[src/hdl/tmq_pkg.sv]
// Package for the timed event queue: payload words, queue entry and codes.
// Used by tmq_store, tmq_cmp and timed_event_queue; depends on nothing.

package tmq_pkg;

   // Request kinds.
   localparam logic [1:0] KIND_SCHEDULE = 2'd0;
   localparam logic [1:0] KIND_CANCEL   = 2'd1;
   localparam logic [1:0] KIND_QUERY    = 2'd2;
   localparam logic [1:0] KIND_NOTIFY   = 2'd3;

   // Operations of the shared compare unit.
   typedef enum logic [1:0] {
      CMP_LE = 2'b01,
      CMP_EQ = 2'b10
   } cmp_op_type;

   // Request word.
   typedef struct packed {
      logic [1:0]  kind;
      logic [31:0] time_value;
      logic [31:0] target_id;
   } req_type;

   // Response word.
   typedef struct packed {
      logic [31:0] evt_id;
      logic [31:0] event_time;
      logic        found;
      logic        full_error;
      logic [4:0]  fired_count;
      logic [31:0] now_time;
      logic        last;
   } rsp_type;

   // One stored queue entry.
   typedef struct packed {
      logic [31:0] due_time;
      logic [31:0] evt_id;
   } entry_type;

   // Memory port strobes from the sequencer.
   typedef struct packed {
      logic rd_en;
      logic wr_en;
   } mem_ctl_type;

endpackage

[src/hdl/tmq_store.sv]
// Entry memory of the timed event queue: one write port, one registered read port.
// Depends on tmq_pkg for the entry type.

module tmq_store #(
   parameter int DEPTH = 16
) (
   input  logic                      clock,
   input  tmq_pkg::mem_ctl_type      mem_ctl,
   input  logic [$clog2(DEPTH)-1:0]  wr_addr,
   input  tmq_pkg::entry_type        wr_data,
   input  logic [$clog2(DEPTH)-1:0]  rd_addr,
   output tmq_pkg::entry_type        rd_data
);

   tmq_pkg::entry_type mem_ff [DEPTH];
   tmq_pkg::entry_type rd_data_ff;

   // Write port.
   always_ff @(posedge clock) begin
      if (mem_ctl.wr_en) begin
         mem_ff[wr_addr] <= wr_data;
      end
   end

   // Read port; the data holds until the next read.
   always_ff @(posedge clock) begin
      if (mem_ctl.rd_en) begin
         rd_data_ff <= mem_ff[rd_addr];
      end
   end

   assign rd_data = rd_data_ff;

endmodule

[src/hdl/tmq_cmp.sv]
// Shared compare unit of the timed event queue: unsigned less-or-equal or equality.
// Depends on tmq_pkg for the operation codes.

module tmq_cmp (
   input  tmq_pkg::cmp_op_type op,
   input  logic [31:0]         a,
   input  logic [31:0]         b,
   output logic                hit
);

   // One 32-bit comparator serves both the time and the id tests.
   always_comb begin
      case (op)
         tmq_pkg::CMP_LE: hit = (a <= b);
         tmq_pkg::CMP_EQ: hit = (a == b);
         default:         hit = 1'b0;
      endcase
   end

endmodule

[src/hdl/timed_event_queue.sv]
// Timed event queue: sorted entry memory walked one entry at a time by a sequencer.
// A schedule moves each later entry up one slot from the tail and writes the new one in the gap;
// cancel and query walk the entries (a query stops at its hit); notify fires the due entries
// and moves the kept ones down; a full queue or a zero id is answered without walking the memory.
// One request at a time; the next is taken in the cycle after the final word is loaded.
// Sync active-high reset: queue empty, next id one, time zero. Uses tmq_pkg, tmq_store, tmq_cmp.

module timed_event_queue #(
   parameter int QUEUE_DEPTH = 16
) (
   input  logic             clock,
   input  logic             reset,
   input  logic             req_valid,
   output logic             req_ready,
   input  tmq_pkg::req_type req_data,
   output logic             rsp_valid,
   input  logic             rsp_ready,
   output tmq_pkg::rsp_type rsp_data
);

   localparam int AW = $clog2(QUEUE_DEPTH);
   localparam int CW = $clog2(QUEUE_DEPTH + 1);

   typedef enum logic [6:0] {
      S_IDLE  = 7'b0000001,
      S_READ  = 7'b0000010,
      S_EVAL  = 7'b0000100,
      S_FIRE  = 7'b0001000,
      S_CREAD = 7'b0010000,
      S_CMOVE = 7'b0100000,
      S_RESP  = 7'b1000000
   } state_type;

   state_type          state_ff, state_in;
   logic [CW-1:0]      count_ff, count_in;
   logic [31:0]        next_id_ff, next_id_in;
   logic [31:0]        now_ff, now_in;
   logic               rsp_valid_ff, rsp_valid_in;
   tmq_pkg::rsp_type   rsp_data_ff, rsp_data_in;
   logic [1:0]         kind_ff, kind_in;
   logic [31:0]        tv_ff, tv_in;
   logic [31:0]        tid_ff, tid_in;
   logic [CW-1:0]      idx_ff, idx_in;
   logic [CW-1:0]      wp_ff, wp_in;
   logic [CW-1:0]      fired_ff, fired_in;
   logic               found_ff, found_in;
   logic               full_ff, full_in;

   tmq_pkg::mem_ctl_type mem_ctl;
   logic [AW-1:0]        wr_addr;
   logic [AW-1:0]        rd_addr;
   tmq_pkg::entry_type   wr_data;
   tmq_pkg::entry_type   rd_data;
   tmq_pkg::entry_type   new_entry;

   tmq_pkg::cmp_op_type  cmp_op;
   logic [31:0]          cmp_a;
   logic [31:0]          cmp_b;
   logic                 cmp_hit;

   logic                 req_accept;
   logic                 slot_free;
   logic                 is_sched;
   logic                 is_notify;
   logic                 is_search;
   logic [CW-1:0]        idx_m1;
   logic [CW-1:0]        idx_p1;
   logic [31:0]          next_id_inc;

   assign req_ready  = (state_ff == S_IDLE);
   assign req_accept = req_valid && req_ready;
   assign slot_free  = !rsp_valid_ff || rsp_ready;
   assign rsp_valid  = rsp_valid_ff;
   assign rsp_data   = rsp_data_ff;

   assign is_sched  = (kind_ff == tmq_pkg::KIND_SCHEDULE);
   assign is_notify = (kind_ff == tmq_pkg::KIND_NOTIFY);
   assign is_search = kind_ff inside {tmq_pkg::KIND_CANCEL, tmq_pkg::KIND_QUERY};
   assign idx_m1    = idx_ff - CW'(1);
   assign idx_p1    = idx_ff + CW'(1);
   assign next_id_inc = next_id_ff + 32'd1;
   assign new_entry = '{due_time: tv_ff, evt_id: next_id_ff};

   // Shared compare: id match for cancel and query, due test otherwise.
   assign cmp_op = is_search ? tmq_pkg::CMP_EQ : tmq_pkg::CMP_LE;
   assign cmp_a  = is_search ? rd_data.evt_id : rd_data.due_time;
   assign cmp_b  = is_search ? tid_ff : tv_ff;

   tmq_cmp u_cmp (
      .op  (cmp_op),
      .a   (cmp_a),
      .b   (cmp_b),
      .hit (cmp_hit)
   );

   tmq_store #(
      .DEPTH (QUEUE_DEPTH)
   ) u_store (
      .clock   (clock),
      .mem_ctl (mem_ctl),
      .wr_addr (wr_addr),
      .wr_data (wr_data),
      .rd_addr (rd_addr),
      .rd_data (rd_data)
   );

   // Sequencer: next state, memory strobes and response word.
   always_comb begin
      state_in     = state_ff;
      count_in     = count_ff;
      next_id_in   = next_id_ff;
      now_in       = now_ff;
      rsp_data_in  = rsp_data_ff;
      rsp_valid_in = rsp_valid_ff && !rsp_ready;
      kind_in      = kind_ff;
      tv_in        = tv_ff;
      tid_in       = tid_ff;
      idx_in       = idx_ff;
      wp_in        = wp_ff;
      fired_in     = fired_ff;
      found_in     = found_ff;
      full_in      = full_ff;
      mem_ctl      = '{rd_en: 1'b0, wr_en: 1'b0};
      rd_addr      = idx_ff[AW-1:0];
      wr_addr      = idx_ff[AW-1:0];
      wr_data      = rd_data;

      case (state_ff)
         S_IDLE: begin
            if (req_accept) begin
               kind_in  = req_data.kind;
               tv_in    = req_data.time_value;
               tid_in   = req_data.target_id;
               idx_in   = '0;
               wp_in    = '0;
               fired_in = '0;
               found_in = 1'b0;
               full_in  = 1'b0;
               state_in = S_READ;
               if (req_data.kind == tmq_pkg::KIND_SCHEDULE) begin
                  idx_in = count_ff;
                  if (count_ff == CW'(QUEUE_DEPTH)) begin
                     full_in  = 1'b1;
                     state_in = S_RESP;
                  end
               end else if (req_data.kind != tmq_pkg::KIND_NOTIFY &&
                            req_data.target_id == 32'd0) begin
                  state_in = S_RESP;
               end
            end
         end

         S_READ: begin
            if (is_sched) begin
               // Walk down from the tail; at the head the new entry goes in slot zero.
               if (idx_ff == '0) begin
                  mem_ctl.wr_en = 1'b1;
                  wr_data       = new_entry;
                  state_in      = S_RESP;
               end else begin
                  mem_ctl.rd_en = 1'b1;
                  rd_addr       = idx_m1[AW-1:0];
                  state_in      = S_EVAL;
               end
            end else if (idx_ff == count_ff) begin
               state_in = is_notify ? S_CREAD : S_RESP;
            end else begin
               mem_ctl.rd_en = 1'b1;
               state_in      = S_EVAL;
            end
         end

         S_EVAL: begin
            if (is_sched) begin
               // A later entry moves up one slot; otherwise the new one lands here.
               mem_ctl.wr_en = 1'b1;
               if (!cmp_hit) begin
                  idx_in   = idx_m1;
                  state_in = S_READ;
               end else begin
                  wr_data  = new_entry;
                  state_in = S_RESP;
               end
            end else if (is_search) begin
               // After a cancel hit, every following entry moves down one slot.
               if (found_ff) begin
                  mem_ctl.wr_en = 1'b1;
                  wr_addr       = idx_m1[AW-1:0];
                  idx_in        = idx_p1;
                  state_in      = S_READ;
               end else if (cmp_hit) begin
                  found_in = 1'b1;
                  idx_in   = idx_p1;
                  state_in = (kind_ff == tmq_pkg::KIND_QUERY) ? S_RESP : S_READ;
               end else begin
                  idx_in   = idx_p1;
                  state_in = S_READ;
               end
            end else begin
               state_in = cmp_hit ? S_FIRE : S_CREAD;
            end
         end

         S_FIRE: begin
            if (slot_free) begin
               rsp_valid_in = 1'b1;
               rsp_data_in  = '{evt_id: rd_data.evt_id, event_time: rd_data.due_time,
                                found: 1'b0, full_error: 1'b0, fired_count: 5'd0,
                                now_time: rd_data.due_time, last: 1'b0};
               now_in       = rd_data.due_time;
               fired_in     = fired_ff + CW'(1);
               idx_in       = idx_p1;
               state_in     = S_READ;
            end
         end

         S_CREAD: begin
            // Close the gap left by the fired entries.
            if (idx_ff == count_ff) begin
               state_in = S_RESP;
            end else begin
               mem_ctl.rd_en = 1'b1;
               state_in      = S_CMOVE;
            end
         end

         S_CMOVE: begin
            mem_ctl.wr_en = 1'b1;
            wr_addr       = wp_ff[AW-1:0];
            wp_in         = wp_ff + CW'(1);
            idx_in        = idx_p1;
            state_in      = S_CREAD;
         end

         S_RESP: begin
            if (slot_free) begin
               rsp_valid_in = 1'b1;
               rsp_data_in  = '{evt_id: (is_sched && !full_ff) ? next_id_ff : 32'd0,
                                event_time: 32'd0, found: found_ff, full_error: full_ff,
                                fired_count: is_notify ? 5'(fired_ff) : 5'd0,
                                now_time: is_notify ? tv_ff : now_ff, last: 1'b1};
               if (is_sched && !full_ff) begin
                  count_in   = count_ff + CW'(1);
                  next_id_in = (next_id_inc == 32'd0) ? 32'd1 : next_id_inc;
               end
               if (kind_ff == tmq_pkg::KIND_CANCEL && found_ff) begin
                  count_in = count_ff - CW'(1);
               end
               if (is_notify) begin
                  count_in = count_ff - fired_ff;
                  now_in   = tv_ff;
               end
               state_in = S_IDLE;
            end
         end

         default: begin
            state_in = S_IDLE;
         end
      endcase
   end

   // Control registers.
   always_ff @(posedge clock) begin
      if (reset) begin
         state_ff     <= S_IDLE;
         count_ff     <= '0;
         next_id_ff   <= 32'd1;
         now_ff       <= 32'd0;
         rsp_valid_ff <= 1'b0;
      end else begin
         state_ff     <= state_in;
         count_ff     <= count_in;
         next_id_ff   <= next_id_in;
         now_ff       <= now_in;
         rsp_valid_ff <= rsp_valid_in;
      end
   end

   // Work registers and response word.
   always_ff @(posedge clock) begin
      rsp_data_ff <= rsp_data_in;
      kind_ff     <= kind_in;
      tv_ff       <= tv_in;
      tid_ff      <= tid_in;
      idx_ff      <= idx_in;
      wp_ff       <= wp_in;
      fired_ff    <= fired_in;
      found_ff    <= found_in;
      full_ff     <= full_in;
   end

   // The entry count never passes the queue depth.
   a_count_bound: assert property (@(posedge clock) disable iff (reset)
      count_ff <= CW'(QUEUE_DEPTH))
      else $error("entry count above queue depth");

   // The memory is left alone while the block waits for a request.
   a_idle_quiet: assert property (@(posedge clock) disable iff (reset)
      state_ff == S_IDLE |-> !mem_ctl.wr_en && !mem_ctl.rd_en)
      else $error("memory access while idle");

   // A fired word reports its own due time as the current time.
   a_fire_time: assert property (@(posedge clock) disable iff (reset)
      rsp_valid_ff && !rsp_data_ff.last |-> rsp_data_ff.now_time == rsp_data_ff.event_time)
      else $error("fired word time mismatch");

   // A refused schedule leaves the entry count alone.
   a_full_keeps: assert property (@(posedge clock) disable iff (reset)
      state_ff == S_RESP && full_ff |=> count_ff == $past(count_ff))
      else $error("entry count changed on full queue");

endmodule
[config.mk]
export PLATFORM = sky130hd
export DESIGN_NAME = timed_event_queue
export DESIGN_NICKNAME = d
export VERILOG_FILES = /design/src/hdl/tmq_pkg.sv /design/src/hdl/tmq_store.sv /design/src/hdl/tmq_cmp.sv /design/src/hdl/timed_event_queue.sv
export SDC_FILE = /design/constraint.sdc
export NUM_CORES = 2
export LEC_CHECK = 0
export BUFFER_PORTS_ARGS = -buffer_cell sky130_fd_sc_hd__buf_4
export CAP_MARGIN = 30
export CORE_UTILIZATION = 50
export CTS_BUF_LIST = sky130_fd_sc_hd__clkbuf_2
export DETAILED_ROUTE_END_ITERATION = 16
export PLACE_DENSITY = 0.63
export SYNTH_ARGS = -nofsm -noshare
export SYNTH_HDL_FRONTEND = slang
export SYNTH_SLANG_ARGS = --single-unit
[constraint.sdc]
create_clock -name clock -period 12.66 [get_ports clock]
set_clock_uncertainty 0.2 [all_clocks]
set_input_delay 2.532 -clock clock [delete_from_list [all_inputs] [get_ports clock]]
set_output_delay 2.532 -clock clock [all_outputs]
set_load 0.05 [all_outputs]
==> metrics.txt <==
sequential power share a little under half; Die Span X 334 µm; vias in the first global route 34.5k; crit path launch type register; WS Path Type register to register; Clock Pin Slew Worst Setup and Hold Paths 0.10 ns; dpl cells 5609; power per standard cell area 184 mW/mm²; Final min period 6.71 ns; FF-to-FF path depth 14; initial antenna violation count 9; worst path bufs/invs 4; Root Buffer clkbuf_2; r2r setup slk 5.95 ns; setup TNS 0 ns; sw power about 4 mW; total clock sinks approximately 1.4k; ys async rst share 0%; FILL cells a little under 9k; Routed Antenna Nets 0; Core Area between 0.1 and 0.15 mm²; cts repair resizes 0; max-cap viol count 0; postcts setup bufs 0; fmax 149 MHz; Worst path max stage delay 0.75 ns; Post-synth EDFFs 1274; Worst Hold Class register to register; final WL 157000 µm; status finished, final reports clean; Seq/Total Area, Yosys 72.1%; Cells after Synth roughly 4.2k; TritonCTS clock tree yes; Num CTS Buffers 342; number of top-level pins about 180; Final #Nets 4595; DRC 0; die area 0.112 mm²; worst skew pair latency 1.57 ns; area growth from synthesis to layout 10.5%; Initial Utilization 50.6%; final setup violating endpoints 0; total gr overflow 0; final hold vios 0; clock power share 25.1%; HP Start now_ff[25]$_SDFFE_PP0P_; CP required 13.65 ns; Slowest-stage cell, CP buf_4; largest net degree at the start of global routing 173; synth warn 0; vias per inst 5.84; WL per Instance 25.4 µm; worst-margin pin slew 1.09 ns; Crit Reg-Reg Endpoint u_store.mem_ff[9][56]$_DFFE_PP_; Worst Hold End now_ff[25]$_SDFFE_PP0P_; Most used DFF post-synth edfxtp_1; via count 36.1k; Sw Ratio approximately 36%; worst vdd ir 0.173 mV; area leader, netlist edfxtp_1; Internal 7.25 mW; All-Layer GR Usage 27.9%; DP Worst Slack between 6 and 7 ns; CP max FO 50; most frequent cells after synthesis 1274 x edfxtp_1, 1010 x nand2_1, 438 x nand3_1; Mapped Avg Cell Area between 10 and 15 µm²; Post-Syn Area 0.0552 mm²; IO Port Bufs about 180; area fraction of the dominant cell type after synthesis 69.3%; Slew Viols, Final 0; crit path capture type register; Worst Path Arrival between 7 and 8 ns; Post-Layout Cell Count 6182; Syn Nets 4271; hold_buf cts 0; Placer Congestion 0.835; Slew Limit Headroom roughly 27%; R2R Path Start kind_ff[1]$_DFFE_PP_; family with the most delay on the worst path buffers and inverters; Die Height 334 µm; critical path cell sequence inv_1 -> ha_4 -> buf_4 -> mux2_2 -> ha_1 -> and3_4 -> a221o_1 -> a221o_1 -> o31ai_1 -> a21oi_2 -> a21oi_4 -> buf_4 -> buf_4 -> mux2_2; wire length of the first global-routing pass around 230000 µm; H-tree depth 5; DRT iter0 DRCs approximately 3.9k; hold path cells 2; Clock Path Buffers 4; combinational group share of total power a little over a quarter; RSZ-0062 raised after global routing false; Tcrit/Tclk final 53.0%; Yosys reg bits 1351; share of cells above drive strength 1 between 10% and 20%; count leader, synth edfxtp_1; row count 121; static leakage 21.8 nW; top post-synthesis cells by area edfxtp_1 69%, nand2_1 6.9%, nand3_1 4.0%, mux2i_1 3.0%, dfxtp_1 2.8%; DP Wirelength 86500 µm; CP most frequent cell buf_4; Yosys cell types 70; drt first pass iters 6; final setup margin 5.95 ns
==> power by group through the flow <==
| stage | sequential [mW] | combinational (mW) | clock [mW] |
|---|---|---|---|
| 4_1_cts | 5.33 | 3.07 | 2.88 |
| 2_1_floorplan | 5.35 | 2.14 | 0 |
| 3_5_place_dp | 5.43 | 3.06 | 0 |
| 6_report | 5.34 | 3.09 | 2.83 |
| 5_1_grt | 5.34 | 3.37 | 3.10 |
| 3_3_place_gp | 5.43 | 3.02 | 0 |
==> through the flow <==
step / utilization (%) / hold slack, ns / cell area, µm² / power, mW
final: 55.9 / 0.301 / 61100 / 11.3
after CTS: 55.9 / 0.307 / 61000 / 11.3
after global placement: 53.2 / 0.274 / 58100 / 8.45
after global routing: 55.9 / 0.330 / 61000 / 11.8
after floorplan: - / 0.263 / 55200 / 7.49
after detailed placement: 53.2 / 0.286 / 58100 / 8.49
==> layout make-up <==
class	count	area (µm²)	area share, %
clock inverters	68	403	0.660
multi-input cells	2518	14500	23.7
repair buffers	241	1920	3.15
diodes	4	10.0	0.0164
inverters	24	92.6	0.152
flip-flops and latches	1351	39800	65.2
well taps	1476	1850	3.02
clock buffers	500	2500	4.10
==> registers in the layout, indices dropped and copies added (netlist names) <==
name and count:
count_ff 5, tid_ff 32, kind_ff 2, next_id_ff 32, idx_ff 5, fired_ff 5
rsp_data 104, full_ff 1, found_ff 1, wp_ff 4, state_ff 7, now_ff 32
tv_ff 32, u_store.rd_data 64, u_store.mem_ff 1024, rsp_valid 1
==> cells in the final DEF (no fill, tap or decap), types with 9 or more instances in the layout <==
master    count
a211oi_1      9
a21o_1       12
a21oi_1      29
a32oi_1      64
and2_1       40
and3_1       17
buf_4       232
clkbuf_2    500
clkinv_1     45
clkinv_2     10
dfxtp_1      77
edfxtp_1   1274
ha_1         44
inv_1        21
inv_2         9
mux2_2       87
mux2_4       10
mux2i_1     165
nand2_1    1010
nand3_1     438
nand4_1     154
nor2_1      112
nor2_4       17
nor3_1       15
nor4_1       19
o21ai_0      41
o21ai_1      42
o21bai_1     34
xnor2_1      34
xor2_1       26
==> metal layers <==
layer / share of wire [%] / global-route usage [%]
met1: 41 / 38.7
met2: 45 / 42.3
met3: 11 / 7.09
met4: 3.4 / 11.1
met5: 0.0076 / 0
==> cells by family after synthesis <==
logic type | Yosys count | synth area share, %
compound gates | 278 | 3.48
xor+xnor | 62 | 1.01
fa+ha+maj | 47 | 1.08
buf+inv | 285 | 2.18
flops | 1351 | 72.1
mux | 262 | 5.04
simple gates | 1869 | 15.2
==> how the worst max path moves through the flow <==
stage / from / endpoint / slack (ns) / cells past startpoint
finish: kind_ff[1]$_DFFE_PP_ / u_store.mem_ff[9][56]$_DFFE_PP_ / 5.95 / 14
global route: kind_ff[1]$_DFFE_PP_ / u_store.mem_ff[10][56]$_DFFE_PP_ / 5.80 / 14
CTS: kind_ff[1]$_DFFE_PP_ / u_store.mem_ff[12][49]$_DFFE_PP_ / 6.00 / 14
detailed placement: kind_ff[1]$_DFFE_PP_ / u_store.mem_ff[0][41]$_DFFE_PP_ / 6.08 / 14
global placement: kind_ff[0]$_DFFE_PP_ / u_store.mem_ff[12][45]$_DFFE_PP_ / 6.15 / 14
floorplan: rsp_ready / rsp_data[0]$_DFFE_PP_ / 6.71 / 5
==> worst min-delay path: stages (launching register included) <==
cell and delay (ns):
dfxtp_1 0.33, mux2i_1 0.07, nor2_1 0.07
Note: power is estimated with default switching activity, not from simulation.
